$ cat config.mk
export PLATFORM = sky130hd
export DESIGN_NAME = ats_rem_div
export DESIGN_NICKNAME = d
export VERILOG_FILES = /design/src/sv/ats_rem_div.sv
export SDC_FILE = /design/constraint.sdc
export NUM_CORES = 1
export LEC_CHECK = 0
export BUFFER_PORTS_ARGS = -buffer_cell sky130_fd_sc_hd__buf_2
export CAP_MARGIN = 20
export CORE_MARGIN = 2
export CORE_UTILIZATION = 51
export DETAILED_ROUTE_END_ITERATION = 6
export GPL_TIMING_DRIVEN = 0
export PLACE_DENSITY = 0.76
export REMOVE_ABC_BUFFERS = 1
export SYNTH_ARGS = -nofsm -noshare
export SYNTH_HDL_FRONTEND = slang
export SYNTH_SLANG_ARGS = --single-unit
export TNS_END_PERCENT = 20
$ cat constraint.sdc
create_clock -name aclk -period 2.9 [get_ports aclk]
set_input_delay 0.58 -clock aclk [delete_from_list [all_inputs] [get_ports aclk]]
set_output_delay 0.58 -clock aclk [all_outputs]
set_load 0.02 [all_outputs]
$ cat src/sv/ats_rem_div.sv
// ats_rem_div: restoring divider, one quotient bit per cycle, remainder only.
// No dependencies.
module ats_rem_div #(
    parameter int WIDTH = 62
) (
    input  logic             aclk,
    input  logic             aresetn,
    input  logic             start,
    input  logic [WIDTH-1:0] dividend,
    input  logic [WIDTH-1:0] divisor,
    output logic             done,
    output logic [WIDTH-1:0] remainder
);

    localparam int SW = $clog2(WIDTH + 1);

    logic             busy_reg, busy_next;
    logic             done_reg, done_next;
    logic [SW-1:0]    step_reg, step_next;
    logic [WIDTH-1:0] rem_reg, rem_next;
    logic [WIDTH-1:0] dq_reg, dq_next;
    logic [WIDTH:0]   trial;

    always_comb begin
        busy_next = busy_reg;
        done_next = 1'b0;
        step_next = step_reg;
        rem_next  = rem_reg;
        dq_next   = dq_reg;
        trial     = {rem_reg, dq_reg[WIDTH-1]};
        if (start) begin
            busy_next = 1'b1;
            step_next = '0;
            rem_next  = '0;
            dq_next   = dividend;
        end else if (busy_reg) begin
            if (trial >= {1'b0, divisor}) begin
                rem_next = WIDTH'(trial - {1'b0, divisor});
            end else begin
                rem_next = trial[WIDTH-1:0];
            end
            dq_next   = {dq_reg[WIDTH-2:0], 1'b0};
            step_next = step_reg + 1'b1;
            if (step_reg == SW'(WIDTH - 1)) begin
                busy_next = 1'b0;
                done_next = 1'b1;
            end
        end
    end

    always_ff @(posedge aclk) begin
        if (!aresetn) begin
            busy_reg <= 1'b0;
            done_reg <= 1'b0;
            step_reg <= '0;
        end else begin
            busy_reg <= busy_next;
            done_reg <= done_next;
            step_reg <= step_next;
        end
        rem_reg <= rem_next;
        dq_reg  <= dq_next;
    end

    assign done      = done_reg;
    assign remainder = rem_reg;

endmodule

==> results.cfg, run 1 <==
[route]
antenna_left = 0
routed_wl_mm = 32.6
vias = 10100
drc = 0
avgViaCountPerCell = 6.05
firstDrtPassIters = 5
wl_per_cell_um = 19.4
drt_iter0_markers = 962

[logic_synthesis]
ys_seq_elements = 132
synth_edf_count = 62
synth_top_flop_cell = dfxtp_1
yosysUniqueCellTypes = 70
synthTopCellsByArea = edfxtp_1 (19%), dfxtp_1 (14%), ha_1 (8.1%)
synth_area_um2 = 9940
async_reset_ff_share_pct = 0
syn-instance-count = 1195
yosysTopAreaCellShare_pct = 18.7
yosys_warnings = 0
avgSynthCellArea_um2 = 8.32
yosys.area.top_type = edfxtp_1
ys_top_cells_by_count = nand2_1 (147), nor2_1 (105), inv_1 (93)
yosysSeqAreaShare_pct = 32.8
yosysMostFrequentCell = nand2_1

[global_routing]
overflow = 0
grt_pass1_wl_mm = 48.3
antenna_found_initial = 4
grt_usage_pct = 29.7
grt_max_degree = 74
grt_pass1_vias = 9550

[power]
intPower_w = 0.00438
pwr-share-seq_pct = 33.9
combPwrFrac_pct = 31.7
p_switching_w = 0.00233
swShare_pct = 34.8
leakagePower_nw = 5.52
clockPowerShare_pct = 34.4
ir_drop_mv = 0.482
p_per_area_nw_per_um2 = 499
p_total_w = 0.00671

[clock_tree]
cts.sinks = 132
clk_latency_ps = 430
cts_tree = built
cts_max_level = 4
postCtsHoldBufs = 0
cts_made_buffers = 17
cts-root-to-sink-buffers = 2
clk_pin_slew_ps = 70
cts_root_buf = clkbuf_16

[worst_setup_path]
worstSetupEndpointType = flip-flop
crit_type = reg -> reg
crit_arrival_ps = 3460
crit_path_start_kind = flip-flop
critPathMaxFanout = 7
critPathRequiredTime_ps = 3220

[placed_design]
gp_congestion = 0.959
portBuffers = 189
placed_area_um2 = 11000
dp_hpwl_mm = 20.5

[timing]
finalClockSkew_ps = 9.77
hold_viol = 0
drv_slew = 0
max_slew_margin_pct = 52.3
rsz0062_at_grt = yes
fmax_ghz = 0.318
finalSetupViolCount = 58
fin_ws_ps = -244
timing.final.crit_share_pct = 108
hold_ws_ps = 387
period_minus_slack_ps = 3140
tightest_slew_ps = 715

[final_layout]
synthToLayoutAreaGrowth_pct = 35.2
final_nets = 1589
drive_gt1_share_pct = 36.7
fill_cells = 1500
final_util_pct = 69.7
fin_area_um2 = 13400

[status]
violations = setup timing
outcome = complete, but fails checks

[floorplanning]
die_h_um = 144
die_area_um2 = 20600
ios = 190
core_area_um2 = 19300
die_x_um = 144
fp-row-count = 51
start_util_pct = 51.6

[worst_hold_path]
hp-class = in -> reg

[run]
max-cap-violations = 0
==> metrics by stage <==
stage | std cells | setup WS, ps | setup TNS, ps
floorplan | 1123 | -2370 | -190620
global placement | 1577 | -4670 | -439920
detailed placement | 1581 | -1550 | -83270
CTS | 1663 | -134 | -841
global route | 1675 | -293 | -8200
finish | 1677 | -244 | -5020
==> power groups by stage <==
stage                     Combinational, W  Clock (W)  Sequential (W)
after detailed placement           0.00156          0         0.00229
after global placement             0.00152          0         0.00230
after floorplan                    0.00102          0         0.00234
after CTS                          0.00191    0.00232         0.00227
final                              0.00213    0.00231         0.00228
after global routing               0.00227    0.00240         0.00230
==> kinds of logic (layout without fill, tap and decap cells) <==
| family | count (synthesis) | in the layout | synth area share, % |
|---|---|---|---|
| xor+xnor | 48 | 48 | 4.23 |
| compound gates | 315 | 315 | 21.3 |
| buf+inv | 167 | 378 | 6.88 |
| other cells | 0 | 2 | 0 |
| simple gates | 400 | 404 | 18.9 |
| fa+ha+maj | 65 | 65 | 8.26 |
| mux | 68 | 68 | 7.63 |
| flops | 132 | 132 | 32.8 |
==> worst paths after layout <==
kind / depth (start not counted) / slack (ps) / endpoint / from
min reg2reg: 2 / 490 / step_reg[5] / step_reg[5]
min: 2 / 390 / busy_reg / aresetn
max reg2reg: 13 / -240 / remainder[21] / remainder[41]
max: 13 / -240 / remainder[21] / remainder[41]
==> layout make-up <==
class                      instances  area (um2)  share of cell area, %
multi-input combinational        900        7210                   53.7
sequential                       132        3290                   24.5
timing repair buffer             251        1620                   12.1
clock buffer                      17         425                   3.17
inverter                          95         363                   2.70
tap                              265         332                   2.47
clock inverter                    15         188                   1.40
antenna                            2        5.00                 0.0373
==> layer usage <==
metal	up-vias	GRT usage (%)	wire length (um)	share of wire, %
met2	525	49.0	15300	47
met5	-	0	13	0.040
li1	4754	-	-	-
met1	4751	37.1	13100	40
met3	109	7.53	2930	9.0
met4	2	12.4	1260	3.9
==> critical path, cell delays in order (launching register included) <==
cell and delay [ps]:
dfxtp_4 360, ha_4 300, nand4_4 180, nor4_4 300, nand4_1 190, o41ai_4 410, nor2_2 110, and4_4 230
buf_6 120, buf_6 110, nor2_4 160, buf_12 170, nand2_2 50, a311oi_1 330
==> what timing repair did <==
action | in CTS | in global routing
pin swaps | 46 | 67
setup buffers | 44 | 11
resized for setup | 154 | 91
setup endpoints to repair | 124 | 62
hold endpoints to repair | 0 | 0
gates cloned | 6 | 1
==> placed cells by master (no fill, tap or decap), types with 15 or more instances in the layout <==
cell and count:
a21oi_1 79, edfxtp_1 62, nor2_1 102, o21bai_1 15, o21ai_0 41, inv_1 93, ha_4 44, dfxtp_2 15
a311oi_1 34, xor2_1 26, nand4_1 32, clkbuf_16 18, buf_4 44, a21o_1 21, dfxtp_1 52, xnor2_1 21
mux2_2 61, buf_2 188, nand3_1 22, nand2_1 134
No activity file was read; power rests on OpenSTA's default activity.
==> run 2, diff against run 1 <==
==> constraint.sdc (replaced) <==
create_clock -name aclk -period 2.9 [get_ports aclk]
set_input_delay 0.145 -clock aclk [delete_from_list [all_inputs] [get_ports aclk]]
set_output_delay 0.145 -clock aclk [all_outputs]
set_load 0.02 [all_outputs]
==> results.cfg, run 2 (same netlist as run 1, synthesis figures left out) <==
[status]
outcome = complete, but fails checks
violations = setup timing

[worst_setup_path]
startpoint = remainder[41]
critical-path-top-cell-by-count = buf_6
reg2reg_depth = 13
path_cells = ha_4 > nand4_4 > nor4_4 > nand4_1 > o41ai_4 > nor2_2 > and4_4 > buf_6 > buf_6 > nor2_4 > buf_12 > nand2_2 > a311oi_1
crit_path_start_kind = flip-flop
cp_slowest_cell = o41ai_4
worstSetupEndpointType = flip-flop
cpPeakStageDelay_ps = 410
crit_arrival_ps = 3450
critPathMaxFanout = 7
critPathRequiredTime_ps = 3210
timing.rr.start = remainder[41]
r2r_slack_ps = -240
r2r_end = remainder[21]
crit_end = remainder[21]
crit_type = reg -> reg

[placed_design]
gp_congestion = 0.959
portBuffers = 189
dp_hpwl_mm = 20.5
placed_area_um2 = 11000
dpl.cell_count = 1581

[floorplanning]
start_util_pct = 51.6
ios = 190
die_h_um = 144
core_area_um2 = 19300
fp-row-count = 51
die_area_um2 = 20600
die_x_um = 144

[route]
avgViaCountPerCell = 6.06
firstDrtPassIters = 6
routed_wl_mm = 32.6
wl_per_cell_um = 19.4
antenna_left = 0
drc = 0
vias = 10200
drt_iter0_markers = 883

[global_routing]
grt_pass1_wl_mm = 48.3
grt_usage_pct = 29.8
antenna_found_initial = 4
grt_pass1_vias = 9574
grt_max_degree = 74
overflow = 0

[clock_tree]
cts_tree = built
clk_latency_ps = 430
cts_root_buf = clkbuf_16
cts_made_buffers = 17
cts.sinks = 132
cts-root-to-sink-buffers = 2
cts_max_level = 4
clk_pin_slew_ps = 70

[timing]
hold_ws_ps = 14.5
max_slew_margin_pct = 51.2
fin_ws_ps = -238
period_minus_slack_ps = 3140
finalClockSkew_ps = 7.70
drv_slew = 0
fmax_ghz = 0.319
finalSetupViolCount = 57
timing.final.crit_share_pct = 108
hold_viol = 0
tightest_slew_ps = 731
rsz0062_at_grt = yes

[power]
ir_drop_mv = 0.481
leakagePower_nw = 5.53
p_per_area_nw_per_um2 = 498

[final_layout]
synthToLayoutAreaGrowth_pct = 35.3
final_nets = 1590
finalNonFillerCells = 1678
fin_area_um2 = 13400
drive_gt1_share_pct = 36.7
final_cell_mix = buf_2 (188), nand2_1 (134), nor2_1 (102), inv_1 (93), a21oi_1 (79)
layout_commonest_cell = buf_2

[run]
max-cap-violations = 0

[worst_hold_path]
hp-class = in -> reg
-- run 2: cell count changes in the layout (fill, tap and decap cells not counted) --
cell	change
dlygate4sd3_1	+1
-- run 2: worst min-delay path by stage --
stage	start	to	slack, ps	cells past startpoint
2_1_floorplan	start	remainder[59]	210	1
3_3_place_gp	aresetn	busy_reg	370	2
3_5_place_dp	aresetn	busy_reg	390	2
4_1_cts	dividend[44]	dq_reg[44]	3	2
5_1_grt	dividend[0]	dq_reg[0]	10	2
6_report	dividend[55]	dq_reg[55]	10	2
-- run 2: report_power, final --
part	total [W]	internal (W)	switching [W]
registers	0.00227	0.00214	0.000137
clock network	0.00230	0.00131	0.000988
logic	0.00212	0.000928	0.00120
total	0.00670	0.00438	0.00232
-- run 2: worst max-delay path: cells and delay by family (launching register included) --
family                   cells  cell delay [ps]
buffers and inverters        3              400
AO/OA/AOI/OAI                2              740
flip-flops                   1              360
adder cells (fa/ha/maj)      1              300
AND/OR/NAND/NOR              7             1210
-- run 2: cell type report --
type / instances / area [um2]
Multi-Input combinational cell: 900 / 7210
Sequential cell: 132 / 3290
Inverter: 95 / 363
Clock inverter: 15 / 188
Clock buffer: 17 / 425
Tap cell: 265 / 332
Antenna cell: 2 / 5.00
Fill cell: 1499 / 5830
Timing Repair Buffer: 252 / 1630
-- run 2: layer usage --
metal	wire length, um	part of all wire (%)	GRT usage, %	vias up
met2	15200	47	48.9	531
met3	2960	9.1	7.60	117
met1	13100	40	37.1	4762
met4	1360	4.2	12.7	2
met5	13	0.040	0	-
li1	-	-	-	4754
-- run 2: metrics by stage --
stage | utilization [%] | power (W) | worst slack (ps) | setup TNS, ps
2_1_floorplan | - | 0.00336 | -2370 | -182840
3_3_place_gp | 56.5 | 0.00382 | -4670 | -409830
3_5_place_dp | 57.0 | 0.00384 | -1180 | -53200
4_1_cts | 67.2 | 0.00650 | -134 | -841
5_1_grt | 69.7 | 0.00696 | -293 | -8200
6_report | 69.8 | 0.00670 | -238 | -4620
-- run 2: repair_timing --
action                     CTS  global route
cloned                       6             1
setup buffers               44            11
pin swaps                   46            67
setup endpoints to repair  124            62
hold buffers                 1             0
hold endpoints to repair     1             0
resized for setup          154            91
==> run 3, diff against run 2 <==
--- a/config.mk
+++ b/config.mk
@@ -11,7 +11,7 @@
 export CORE_UTILIZATION = 51
 export DETAILED_ROUTE_END_ITERATION = 6
 export GPL_TIMING_DRIVEN = 0
-export PLACE_DENSITY = 0.76
+export PLACE_DENSITY = 0.77
 export REMOVE_ABC_BUFFERS = 1
 export SYNTH_ARGS = -nofsm -noshare
 export SYNTH_HDL_FRONTEND = slang
==> results.cfg, run 3 (same netlist as run 1, synthesis figures left out) <==
[timing]
rsz0062_at_grt = yes
max_slew_margin_pct = 52.5
timing.final.crit_share_pct = 108
period_minus_slack_ps = 3120
hold_viol = 0
tightest_slew_ps = 711
fmax_ghz = 0.320
finalSetupViolCount = 43
finalClockSkew_ps = 7.09
fin_ws_ps = -224
drv_slew = 0
setup_tns_ps = -2970

[global_routing]
grt_pass1_wl_mm = 49.8
grt_max_degree = 78
overflow = 0
grt_usage_pct = 30.7
antenna_found_initial = 2
grt_pass1_vias = 9819

[final_layout]
multi_input_area_um2 = 7140
layout_commonest_cell = buf_2
finalNonFillerCells = 1700
fill_cells = 1466
final_util_pct = 70.2
final_cell_mix = buf_2 (188), nand2_1 (141), nor2_1 (103), inv_1 (92), a21oi_1 (79)
final_nets = 1612
regArea_um2 = 3310
synthToLayoutAreaGrowth_pct = 36.0
drive_gt1_share_pct = 37.4

[worst_setup_path]
path_delay_family = compound AO/OA/AOI/OAI gates
r2r_slack_ps = -220
cp_slowest_cell = a2111oi_1
critPathMaxFanout = 4
crit_arrival_ps = 3460
worstSetupEndpointType = flip-flop
critPathRequiredTime_ps = 3230
crit_path_start_kind = flip-flop
cpPeakStageDelay_ps = 520
path_cells = ha_4 > o211ai_1 > a211oi_2 > o21bai_2 > a211oi_4 > buf_4 > o21bai_1 > a2111oi_1 > or3_1 > nand3_1 > a311oi_1
reg2reg_depth = 11
crit_type = reg -> reg
timing.rr.start = remainder[3]
path_buf_inv = 1
r2r_end = remainder[47]

[clock_tree]
cts.sinks = 132
clk_pin_slew_ps = 70
cts_tree = built
cts_made_buffers = 17
clk_latency_ps = 430
cts_max_level = 4
cts-root-to-sink-buffers = 2
cts_root_buf = clkbuf_16

[route]
wl_per_cell_um = 19.7
antenna_left = 0
drc = 92
routed_wl_mm = 33.5
vias = 10500
avgViaCountPerCell = 6.20
drt_iter0_markers = 977
firstDrtPassIters = 7

[placed_design]
pre_cts_slack_ps = -1200
portBuffers = 189
gp_congestion = 0.940
dp_hpwl_mm = 20.4
dpl.cell_count = 1581

[floorplanning]
core_area_um2 = 19300
die_area_um2 = 20600
die_h_um = 144
ios = 190
fp-row-count = 51
die_x_um = 144
start_util_pct = 51.6

[run]
max-cap-violations = 0

[worst_hold_path]
hp-class = in -> reg
hold_end = dq_reg[2]
whs_path_depth = 2
min_from = dividend[2]

[power]
p_total_w = 0.00659
ir_drop_mv = 0.436
p_per_area_nw_per_um2 = 487
leakagePower_nw = 5.62

[status]
outcome = complete, but fails checks
violations = DRC, setup timing
## run 3: changes by cell type in the layout (fill, tap and decap cells not counted), moves of 5 or more
cell	previous run	this run
dfxtp_2	15	22
nand2_1	134	141
dfxtp_1	52	44
nand2_2	10	4
buf_4	44	70
ha_4	44	49
## run 3: routing by layer
layer / share of wire (%) / track usage, % / vias up
met3: 11 / 8.63 / 172
met5: 0.039 / 0 / -
li1: - / - / 4799
met1: 39 / 38.1 / 4902
met4: 5.7 / 14.0 / 2
met2: 45 / 49.6 / 658
## run 3: how the worst max path moves through the flow
stage,start,to,slack (ps),cells after the start
after floorplan,busy_reg,dq_reg[0],-2370,2
after global placement,busy_reg,dq_reg[44],-4630,2
after detailed placement,remainder[24],remainder[58],-1200,10
after CTS,remainder[23],remainder[59],-60,12
after global routing,remainder[3],remainder[47],-320,11
final,remainder[3],remainder[47],-220,11
## run 3: area by class of cell
cell class	instances	area share, %
Antenna cell	2	0.0370
Sequential cell	132	24.4
Timing Repair Buffer	275	13.4
Inverter	95	2.66
Clock buffer	18	3.17
Multi-Input combinational cell	899	52.8
Tap cell	265	2.45
Clock inverter	14	1.04
## run 3: what timing repair did
item,in CTS,in global routing
endpoints found under the hold margin,1,0
setup buffers,55,22
resized for setup,159,76
pin swaps,76,31
endpoints found under the setup margin,98,62
cloned,5,2
hold buffers,1,0
## run 3: through the flow
step / hold WS [ps] / instance area, um2
global placement: 373 / 10900
global route: 4.45 / 13500
floorplan: 213 / 9610
detailed placement: 404 / 11000
CTS: 9.10 / 12900
finish: 16.6 / 13500
## run 3: worst reg2reg max path, stage by stage (launching register included)
cell       delay (ps)
dfxtp_2           350
ha_4              300
o211ai_1          140
a211oi_2          300
o21bai_2          150
a211oi_4          390
buf_4             210
o21bai_1           90
a2111oi_1         520
or3_1             180
nand3_1           120
a311oi_1          290
## run 3: power breakdown
part / leakage (nW) / switching, W / total [W] / internal [W]
Combinational: 4.13 / 0.00120 / 0.00215 / 0.000952
Sequential: 1.21 / 0.000139 / 0.00228 / 0.00214
Clock: 0.280 / 0.000954 / 0.00216 / 0.00121
