File: src/sv/ats_ram.sv
// ats_ram: generic single write port RAM with registered read.
// No dependencies.
module ats_ram #(
    parameter int WIDTH = 8,
    parameter int DEPTH = 64,
    parameter int AW    = 6
) (
    input  logic             aclk,
    input  logic             we,
    input  logic [AW-1:0]    waddr,
    input  logic [WIDTH-1:0] wdata,
    input  logic [AW-1:0]    raddr,
    output logic [WIDTH-1:0] rdata
);

    logic [WIDTH-1:0] mem [DEPTH];

    always_ff @(posedge aclk) begin
        if (we) begin
            mem[waddr] <= wdata;
        end
        rdata <= mem[raddr];
    end

endmodule

File: config.mk
export PLATFORM = sky130hd
export DESIGN_NAME = ats_ram
export DESIGN_NICKNAME = d
export VERILOG_FILES = /design/src/sv/ats_ram.sv
export SDC_FILE = /design/constraint.sdc
export NUM_CORES = 1
export LEC_CHECK = 0
export BUFFER_PORTS_ARGS = -buffer_cell sky130_fd_sc_hd__buf_2
export CORE_UTILIZATION = 65
export CTS_CLUSTER_SIZE = 40
export DETAILED_ROUTE_END_ITERATION = 8
export PLACE_DENSITY = 0.92
export SLEW_MARGIN = 20
export SYNTH_ARGS = -nofsm -noshare
export SYNTH_HDL_FRONTEND = slang
export SYNTH_SLANG_ARGS = --single-unit
File: constraint.sdc
create_clock -name aclk -period 5.3 [get_ports aclk]
set_clock_uncertainty 0.15 [all_clocks]
set_input_delay 0 -clock aclk [delete_from_list [all_inputs] [get_ports aclk]]
set_output_delay 0 -clock aclk [all_outputs]
set_load 0.005 [all_outputs]
==> parameters.txt, run 1 <==
Parameter                              Value

GRT
  Vias in the first global route ... 10.21k
  First-pass GRT wire length ... 68360 um
  Pin count of the biggest net entering global routing ... 65
  Aggregate global routing overflow ... 0
  Overall Global Routing Usage ... 31.01%
  Number of antenna violations at the first check in global routing ... 5

CTS
  H-tree Lvls ... 2
  Post-CTS repair timing setup buffer count ... 0
  Clock tree from TritonCTS ... built
  Clock-pin transition on the worst setup and hold timing paths ... 0.06 ns
  Maximum clock insertion buffer count ... 3
  Clock tree root buffer cell ... clkbuf_16
  Sink count of the clock tree ... 520
  Cts bufs inserted ... 47
  Number of gates resized after cts ... 0
  Clock latency on the worst-skew pair ... 0.56 ns
  Total of hold buffers inserted after clock tree synthesis ... 7

Routing
  Iter 0 DRT Violations ... 1796
  Remaining number of nets flagged by the antenna check after routing ... 0
  First-pass iteration count of the detailed router ... 9
  DRC violation count after routing ... 0
  Number of vias per cell ... 7.352
  Via Count ... 10.47k
  Wire length per cell ... 33.56 um
  Routed wire length ... 47790 um

Status
  Result of the run ... completed

Worst setup path
  Cell type of the slowest stage on the worst timing path ... nor2_1
  R2R Setup Slk ... 2.87 ns
  CP delay by family, top ... simple AND/OR/NAND/NOR gates
  Max FO, Critical Path ... 8
  Crit start category ... input port
  R2r startpoint ... mem[44][2]
  Critical path, cell by cell ... dlygate4sd3_1 -> buf_2 -> nor2b_1 -> nand3_1 -> nor2_1
  Worst reg2reg path endpoint ... rdata[2]
  Startpoint of the most critical setup path ... we
  Buffering stage count on the worst path with inverters included ... 2
  Critical path start-end classification ... input port to flop
  Required time reported for the critical path endpoint ... 5.31 ns
  CP Data Arrival Time ... 2.74 ns
  Reg2Reg Depth ... 4
  Max incr delay on CP ... 1.05 ns
  Kind of capture point of the worst setup path ... flop

Final layout
  Area delta synth->final ... 9.977%
  Final layout net count ... 1012
  Fraction of layout cells with a size suffix above 1 ... 23.47%
  Fill count ... 1582

Floorplanning
  Overall die width ... 178.1 um
  Die ar. ... 0.03173 sq mm
  Die Y-Extent ... 178.1 um
  I/O pin count ... 30
  Starting utilization of the core area ... 65.93%
  Core Area ... 0.03059 sq mm
  Placement row count ... 64

Yosys
  Share of synthesized flip-flops with an asynchronous set or reset ... 0%
  Adder and majority cell fraction of the synthesized area ... 0%
  Main combinational cell family by area after synthesis ... multiplexers
  Cells after Synth ... 940
  Post-synthesis instance area ... 0.02017 sq mm
  Warnings from Yosys ... 0
  Number of enable-type register cells in the synthesized netlist ... 512
  Primary flip-flop cell chosen by synthesis mapping ... edfxtp_1
  Area fraction in and, or, nand and nor cells after synthesis ... 3.388%
  Flop and latch count out of synthesis ... 520
  Area share of xor/xnor cells in the synthesized design ... 0%
  Sequential cell area fraction in the yosys report ... 77.03%
  Number of distinct library cell variants in the gate-level netlist after synthesis ... 40
  Share of the synthesized area in compound gates (AO/OA/AOI/OAI) ... 2.072%
  Proportion of synthesized area in mux cells ... 15.94%
  Average footprint of a synthesized cell ... 21.45 sq um
  Syn_nets ... 962

Flow run
  Max-capacitance violation count ... 0

Hold path
  Class of the worst hold path ... input port to flop
  Worst hold path stage count ... 3
  End point of the worst hold path ... mem[49][1]
  Launch instance of the worst min-delay path ... waddr[4]

STA
  Final setup fails ... 0
  Transition time at the pin with the least slew margin ... 1.140 ns
  RSZ-0062 raised after global routing ... no
  Share of the clock period used by the worst path ... 51.54%
  Slack of the critical path ... 2.568 ns
  Final max-slew violation count ... 0
  Final hold vios ... 0
  Worst slew margin relative to its limit ... 23.75%
  Min cycle time layout ... 2.732 ns
  Maximum clock rate ... 0.3661 GHz
  Fin Setup TNS ... 0 ns

Pwr
  Leak Pwr ... 6.877 nW
  Highest ir drop seen on vdd ... 276.6 uV
  Power Density ... 369.2 mW/mm^2

Place
  Final RePlAce weighted congestion ... 0.8491
  Buffers on Ports ... 29
  Estimated wirelength of the detail-placed design ... 26440 um
  Place WS ... 2.426 ns
-- area by class of cell --
class | instances | area (sq um) | area share, %
diodes | 1 | 2.502 | 0.01128
clock buffers | 72 | 1320 | 5.952
clock inverters | 14 | 98.84 | 0.4457
multi-input cells | 369 | 4325 | 19.50
flip-flops and latches | 520 | 15530 | 70.04
well taps | 396 | 495.5 | 2.234
repair buffers | 52 | 401.6 | 1.811
-- through the flow --
stage                     util (%)  cells  instance area (sq um)  power, mW  hold slack [ns]
after floorplan                  -    940                  20170      4.889         -0.05113
after global placement       67.27   1322                  20580      5.032           0.2866
after detailed placement     67.30   1322                  20590      5.054           0.2800
after CTS                    72.17   1415                  22080      8.170         0.001604
after global routing         72.50   1423                  22180      8.333          0.05266
final                        72.50   1424                  22180      8.188          0.02050
-- state kept, by name (all words and copies together), names as in the netlist --
signal / count
mem: 512
rdata: 8
-- worst max path at each step --
stage                  to  slack (ns)  cells past startpoint
2_1_floorplan    rdata[4]        3.46                      5
3_3_place_gp     rdata[1]        2.53                      5
3_5_place_dp     rdata[1]        2.43                      5
4_1_cts        mem[14][1]        2.78                      5
5_1_grt        mem[14][1]        2.60                      5
6_report       mem[14][0]        2.57                      5
-- placed cells by master, fill, tap and decap left out, types with 8 or more instances in the layout --
cell type and instances:
clkbuf_16 47, edfxtp_1 512, clkbuf_1 20, buf_2 18, dfxtp_1 8, mux4_2 126
mux2_2 13, nand2_1 19, nor2b_1 14, mux2i_1 23, o221ai_1 8, dlygate4sd3_1 15
buf_4 17, nand3_1 13, o22ai_1 8, nor2_1 83
-- cell usage after synthesis, drive strengths merged (4+ instances only) --
cell type / instances / share of area [%]
dfxtp: 8 / 0.79
nor2b: 14 / 0.43
nand3: 13 / 0.32
edfxtp: 512 / 76
mux2i: 23 / 1.1
nand2b: 7 / 0.22
a221oi: 6 / 0.26
mux2: 13 / 0.73
o221ai: 8 / 0.35
a211oi: 4 / 0.15
o22ai: 8 / 0.25
o21ai: 4 / 0.099
nor2: 83 / 1.5
mux4: 126 / 14
nor3: 7 / 0.17
buf: 34 / 1.3
nand2: 19 / 0.35
clkbuf: 17 / 0.32
-- power by group --
group	leakage, nW	total [mW]	internal (mW)	switching, mW
sequential	4.67	4.57	4.55	0.0204
clock	0.689	3.19	1.77	1.43
combinational	1.51	0.425	0.158	0.267
-- worst register-to-register path: stages, from the launching register on --
cell and delay (ns):
edfxtp_1 0.37, mux4_2 0.47, mux2_2 0.27, a221oi_1 0.82, o2bb2ai_1 0.19
-- cells by family after synthesis --
kind of cell,count (synthesis)
multiplexers,162
AO/OA/AOI/OAI,54
flip-flops,520
AND/OR/NAND/NOR,153
buffers and inverters,51
-- per-layer routing --
| layer | vias up | track usage [%] | wire, um |
|---|---|---|---|
| met1 | 5248 | 41.30 | 16060 |
| met3 | 211 | 7.140 | 5948 |
| met5 | - | 0 | 39 |
| li1 | 4025 | - | - |
| met2 | 979 | 50.06 | 23430 |
| met4 | 6 | 12.93 | 2312 |
Note: power is estimated with default switching activity, not from simulation.
==> inputs of run 2 (changes only) <==
CORE_UTILIZATION = 56   (was 65)
PLACE_DENSITY = 0.85   (was 0.92)
clock period = 2.4 ns   (was 5.3 ns; I/O delays follow)
==> run 2 against run 1 <==
Effect of this change: setup slack worse by 2.5 ns; first-iteration DRC count down 24%; clock power up 140%; total power is 130% higher; core utilization is 6.5 points lower; final cell count rose by 13%; sequential power is 120% higher; highest routed layer is now met4.
==> parameters.txt, run 2 (synthesis gave the netlist of run 1 again) <==
Parameter                              Value

STA
  Transition time at the pin with the least slew margin ... 0.8327 ns
  Final hold vios ... 0
  Share of the clock period used by the worst path ... 97.25%
  Worst slew margin relative to its limit ... 44.49%
  Final setup fails ... 0
  Final max-slew violation count ... 0
  Final worst hold slack ... 0.007907 ns
  Min cycle time layout ... 2.334 ns
  Maximum clock rate ... 0.4285 GHz

Worst setup path
  Buffering stage count on the worst path with inverters included ... 4
  Critical path start-end classification ... input port to flop
  Critical Path End ... mem[52][0]
  CP Data Arrival Time ... 2.45 ns
  CP delay by family, top ... buffers and inverters
  Max incr delay on CP ... 0.66 ns
  Worst reg2reg path endpoint ... rdata[4]
  Required time reported for the critical path endpoint ... 2.51 ns
  R2R Setup Slk ... 0.22 ns
  WP depth ... 7
  Max FO, Critical Path ... 7
  Critical path, cell by cell ... dlygate4sd3_1 -> buf_2 -> nor2b_2 -> nand4b_1 -> dlygate4sd3_1 -> nor2_1 -> buf_4
  Reg2Reg Depth ... 5
  Kind of capture point of the worst setup path ... flop
  R2r startpoint ... mem[29][4]
  Crit start category ... input port
  Cell type of the slowest stage on the worst timing path ... dlygate4sd3_1
  Startpoint of the most critical setup path ... waddr[5]
  Most frequent cell on the critical path ... dlygate4sd3_1

Place
  Buffers on Ports ... 29
  Final RePlAce weighted congestion ... 0.8717
  Estimated wirelength of the detail-placed design ... 27250 um
  Number of placed cells counting well taps ... 1494

Floorplanning
  Core Area ... 0.03548 sq mm
  Overall die width ... 191.8 um
  I/O pin count ... 30
  Die ar. ... 0.03678 sq mm
  Die Y-Extent ... 191.8 um
  Placement row count ... 69
  Starting utilization of the core area ... 56.84%

Routing
  Number of vias per cell ... 6.525
  DRC violation count after routing ... 0
  Wire length per cell ... 28.16 um
  Iter 0 DRT Violations ... 1364
  Remaining number of nets flagged by the antenna check after routing ... 0
  First-pass iteration count of the detailed router ... 5
  Routed wire length ... 45280 um
  Via Count ... 10.49k

Flow run
  Max-capacitance violation count ... 0

Final layout
  Most common cell after layout, fill and taps aside ... edfxtp_1
  Flip-flop count of the largest register, all copies and words added ... 512
  Most frequent cells in the layout ... 512 x edfxtp_1, 126 x mux4_2, 108 x buf_4, 82 x nor2_1, 53 x clkbuf_16
  Diodes inserted ... 0
  Final layout net count ... 1127
  Post-Layout Cell Count ... 1608
  Fraction of layout cells with a size suffix above 1 ... 31.82%
  Register ranked first by flip-flop count ... mem
  Area delta synth->final ... 16.09%
  Largest registers ... mem: 512 flops, rdata: 8 flops

Hold path
  Class of the worst hold path ... input port to flop

CTS
  Maximum clock insertion buffer count ... 3
  Sink count of the clock tree ... 520
  Clock tree root buffer cell ... clkbuf_16
  Clock tree from TritonCTS ... built
  Cts bufs inserted ... 50
  Clock latency on the worst-skew pair ... 0.57 ns
  Clock-pin transition on the worst setup and hold timing paths ... 0.06 ns
  H-tree Lvls ... 2

GRT
  Number of antenna violations at the first check in global routing ... 0
  First-pass GRT wire length ... 67360 um
  Vias in the first global route ... 10.63k
  Aggregate global routing overflow ... 0
  Overall Global Routing Usage ... 25.60%
  Pin count of the biggest net entering global routing ... 65

Pwr
  Leak Pwr ... 7.612 nW
  Power Density ... 807.1 mW/mm^2
  Highest ir drop seen on vdd ... 574.3 uV

Status
  Result of the run ... completed
[run 2: changes by cell type in the layout (fill, tap and decap cells not counted), sizes merged, moves of 2 or more]
cell	change
buf	+107
clkbuf	-7
clkinv	+13
dlygate4sd3	+5
bufinv	+2
[run 2: cell type report]
cell class | count | area (sq um)
flip-flops and latches | 520 | 15530
fillers | 2096 | 12070
multi-input cells | 369 | 4320
clock buffers | 65 | 1421
repair buffers | 164 | 1335
well taps | 461 | 576.8
clock inverters | 29 | 222.7
[run 2: timing repair]
action,4_1_cts,5_1_grt
setup buffers,0,0
hold buffers,20,0
gates resized for setup,0,2
endpoints found under the setup margin,0,30
endpoints found under the hold margin,313,0
[run 2: where the power goes]
part / switching, mW / internal, mW
Sequential: 0.0401 / 10.0
Combinational: 0.582 / 0.417
Clock: 3.30 / 4.50
[run 2: through the flow]
stage | setup slack [ns] | util [%] | area (sq um) | setup TNS (ns) | power (mW)
3_3_place_gp | 0.06747 | 60.77 | 21560 | 0 | 11.21
3_5_place_dp | 0.005336 | 60.77 | 21560 | 0 | 11.24
5_1_grt | -0.01018 | 65.98 | 23410 | -0.04517 | 19.33
6_report | 0.06612 | 65.98 | 23410 | 0 | 18.90
4_1_cts | 0.05722 | 65.96 | 23410 | 0 | 18.95
2_1_floorplan | 0.5578 | - | 20170 | 0 | 10.80
[run 2: layer usage]
metal | GRT usage, % | vias up | routed length (um)
met1 | 35.15 | 5404 | 16560
met3 | 3.581 | 129 | 3963
met4 | 11.78 | 0 | 2076
met5 | 0 | - | 0
li1 | - | 4251 | -
met2 | 41.27 | 708 | 22680
[run 2: worst min path at each step]
stage / from / end / slack, ns / depth (start not counted)
2_1_floorplan: wdata[0] / mem[0][0] / -0.05 / 0
3_3_place_gp: raddr[5] / rdata[0] / 0.24 / 3
3_5_place_dp: raddr[5] / rdata[0] / 0.25 / 3
4_1_cts: wdata[0] / mem[22][0] / 0.003 / 2
5_1_grt: wdata[0] / mem[4][0] / 0.02 / 2
6_report: wdata[0] / mem[4][0] / 0.008 / 2
==> inputs of run 3 (changes only) <==
CORE_UTILIZATION = 59   (was 56)
CTS_BUF_LIST = sky130_fd_sc_hd__clkbuf_2   (was default)
PLACE_DENSITY = 0.88   (was 0.85)
==> run 3 against run 2 <==
Effect of this change: setup slack got worse by 0.046 ns; clock power fell by 29%; first-iteration DRC count rose by 23%; global-route usage rose by 3.1 points; die area down 5.0%; total power down 11%; critical path depth up 1; non-clock buffer count up 45; sequential share of layout area grew 0.21 points; final cell count grew 9.7%; register-to-register slack worse by 0.19 ns; sequential cell count stayed put; critical endpoint is now mem[54][2]; largest power group unchanged; highest routed layer is now met5.
==> parameters.txt, run 3 (synthesis gave the netlist of run 1 again) <==
Parameter                              Value

Worst setup path
  R2r startpoint ... mem[24][6]
  Required time reported for the critical path endpoint ... 2.95 ns
  Reg2Reg Depth ... 5
  Worst reg2reg path endpoint ... rdata[6]
  Critical path start-end classification ... input port to flop
  Max FO, Critical Path ... 7
  CP Data Arrival Time ... 2.93 ns
  Kind of capture point of the worst setup path ... flop
  R2R Setup Slk ... 0.03 ns
  Crit start category ... input port

GRT
  Number of antenna violations at the first check in global routing ... 3
  First-pass GRT wire length ... 72560 um
  Pin count of the biggest net entering global routing ... 47
  Vias in the first global route ... 11.72k
  Overall Global Routing Usage ... 28.74%
  Aggregate global routing overflow ... 0

STA
  Worst slew margin relative to its limit ... 36.45%
  Transition time at the pin with the least slew margin ... 0.9501 ns
  RSZ-0062 raised after global routing ... no
  Final setup fails ... 0
  Final worst hold slack ... 0.06154 ns
  Final hold vios ... 0
  Final max-slew violation count ... 0
  Maximum clock rate ... 0.4202 GHz
  Fin Setup TNS ... 0 ns
  Share of the clock period used by the worst path ... 99.16%
  Min cycle time layout ... 2.380 ns

CTS
  Cts bufs inserted ... 117
  Sink count of the clock tree ... 520
  Clock latency on the worst-skew pair ... 1.08 ns
  Clock tree from TritonCTS ... built
  Maximum clock insertion buffer count ... 3
  Clock tree root buffer cell ... clkbuf_2
  Clock-pin transition on the worst setup and hold timing paths ... 0.12 ns
  H-tree Lvls ... 3

Final layout
  Final layout net count ... 1239
  Fill count ... 1919
  Non-Filler Cell Area, Final ... 0.02334 sq mm
  Largest registers ... mem: 512 flops, rdata: 8 flops
  Area delta synth->final ... 15.72%
  Most common cell after layout, fill and taps aside ... edfxtp_1
  Most frequent cells in the layout ... 512 x edfxtp_1, 167 x clkbuf_2, 126 x mux4_2, 119 x buf_4, 82 x nor2_1
  Fraction of layout cells with a size suffix above 1 ... 37.06%
  Flip-flop count of the largest register, all copies and words added ... 512
  Multi-input gate area in the final layout ... 0.004330 sq mm
  Register ranked first by flip-flop count ... mem
  Storage cell area ... 0.01553 sq mm
  Core occupancy in the finished layout ... 69.42%

Floorplanning
  Core Area ... 0.03362 sq mm
  Placement row count ... 67
  Overall die width ... 186.9 um
  Die Y-Extent ... 186.9 um
  Die ar. ... 0.03492 sq mm
  Starting utilization of the core area ... 59.99%
  I/O pin count ... 30

Routing
  Routed wire length ... 48480 um
  DRC violation count after routing ... 0
  Wire length per cell ... 27.48 um
  Iter 0 DRT Violations ... 1683
  Number of vias per cell ... 6.322
  Remaining number of nets flagged by the antenna check after routing ... 0
  First-pass iteration count of the detailed router ... 5
  Via Count ... 11.15k

Hold path
  Class of the worst hold path ... input port to flop
  Launch instance of the worst min-delay path ... raddr[2]
  End point of the worst hold path ... rdata[5]
  Worst hold path stage count ... 5

Place
  Final RePlAce weighted congestion ... 0.8840
  Estimated wirelength of the detail-placed design ... 29420 um
  Placed inst area ... 0.02168 sq mm
  Buffers on Ports ... 29

Pwr
  Highest ir drop seen on vdd ... 413.1 uV
  Leak Pwr ... 7.833 nW
  Power Total ... 16.74 mW
  Power Density ... 717.4 mW/mm^2

Flow run
  Max-capacitance violation count ... 0

Status
  Result of the run ... completed
## run 3: cell count changes in the layout (fill, tap and decap cells not counted), moves of 5 or more
cell,before,now
clkbuf_2,0,167
clkbuf_1,7,0
clkbuf_16,53,0
buf_4,108,119
buf_12,9,14
clkinv_2,14,7
clkbuf_8,6,1
clkinv_1,9,35
dlygate4sd3_1,20,48
## run 3: layer usage
metal	GRT usage, %	part of all wire [%]
met3	6.754	11
met5	0	0.035
met2	46.27	49
met4	13.05	4.1
met1	37.89	36
## run 3: layout make-up
| cell class | count | area share, % |
|---|---|---|
| clock inverter | 49 | 1.147 |
| multi-input combinational | 369 | 18.56 |
| sequential | 520 | 66.57 |
| tap | 448 | 2.402 |
| timing repair buffer | 209 | 7.726 |
| clock buffer | 167 | 3.581 |
| antenna | 2 | 0.02145 |
## run 3: worst max-delay path by stage
| stage | startpoint | end | cells after the start |
|---|---|---|---|
| global route | mem[47][5] | rdata[5] | 6 |
| global placement | raddr[0] | rdata[6] | 6 |
| finish | waddr[5] | mem[54][2] | 8 |
| CTS | mem[47][5] | rdata[5] | 6 |
| floorplan | mem[29][4] | rdata[4] | 5 |
| detailed placement | raddr[0] | rdata[4] | 6 |
## run 3: report_power, final
group	internal [mW]	switching (mW)
Clock	2.13	3.45
Sequential	10.0	0.0388
Combinational	0.469	0.623
Total	12.6	4.11
## run 3: metrics by stage
stage          setup slack, ns  cells
3_5_place_dp          -0.08155   1494
3_3_place_gp          -0.06552   1494
4_1_cts                0.02210   1763
2_1_floorplan           0.5578    940
6_report               0.02018   1764
5_1_grt                0.01764   1764
## run 3: critical path, stage by stage
cell	delay (ns)
dlygate4sd3_1	0.51
buf_2	0.25
nor2b_2	0.26
dlygate4sd3_1	0.63
nand4b_1	0.26
nor2_1	0.17
dlygate4sd3_1	0.65
buf_4	0.19
## run 3: timing repair
item                                   in CTS  in global routing
buffers inserted                            0                  1
gates resized for setup                     2                  2
setup endpoints to repair                   2                 13
endpoints found under the hold margin    1032                  4
hold buffers                               53                  1
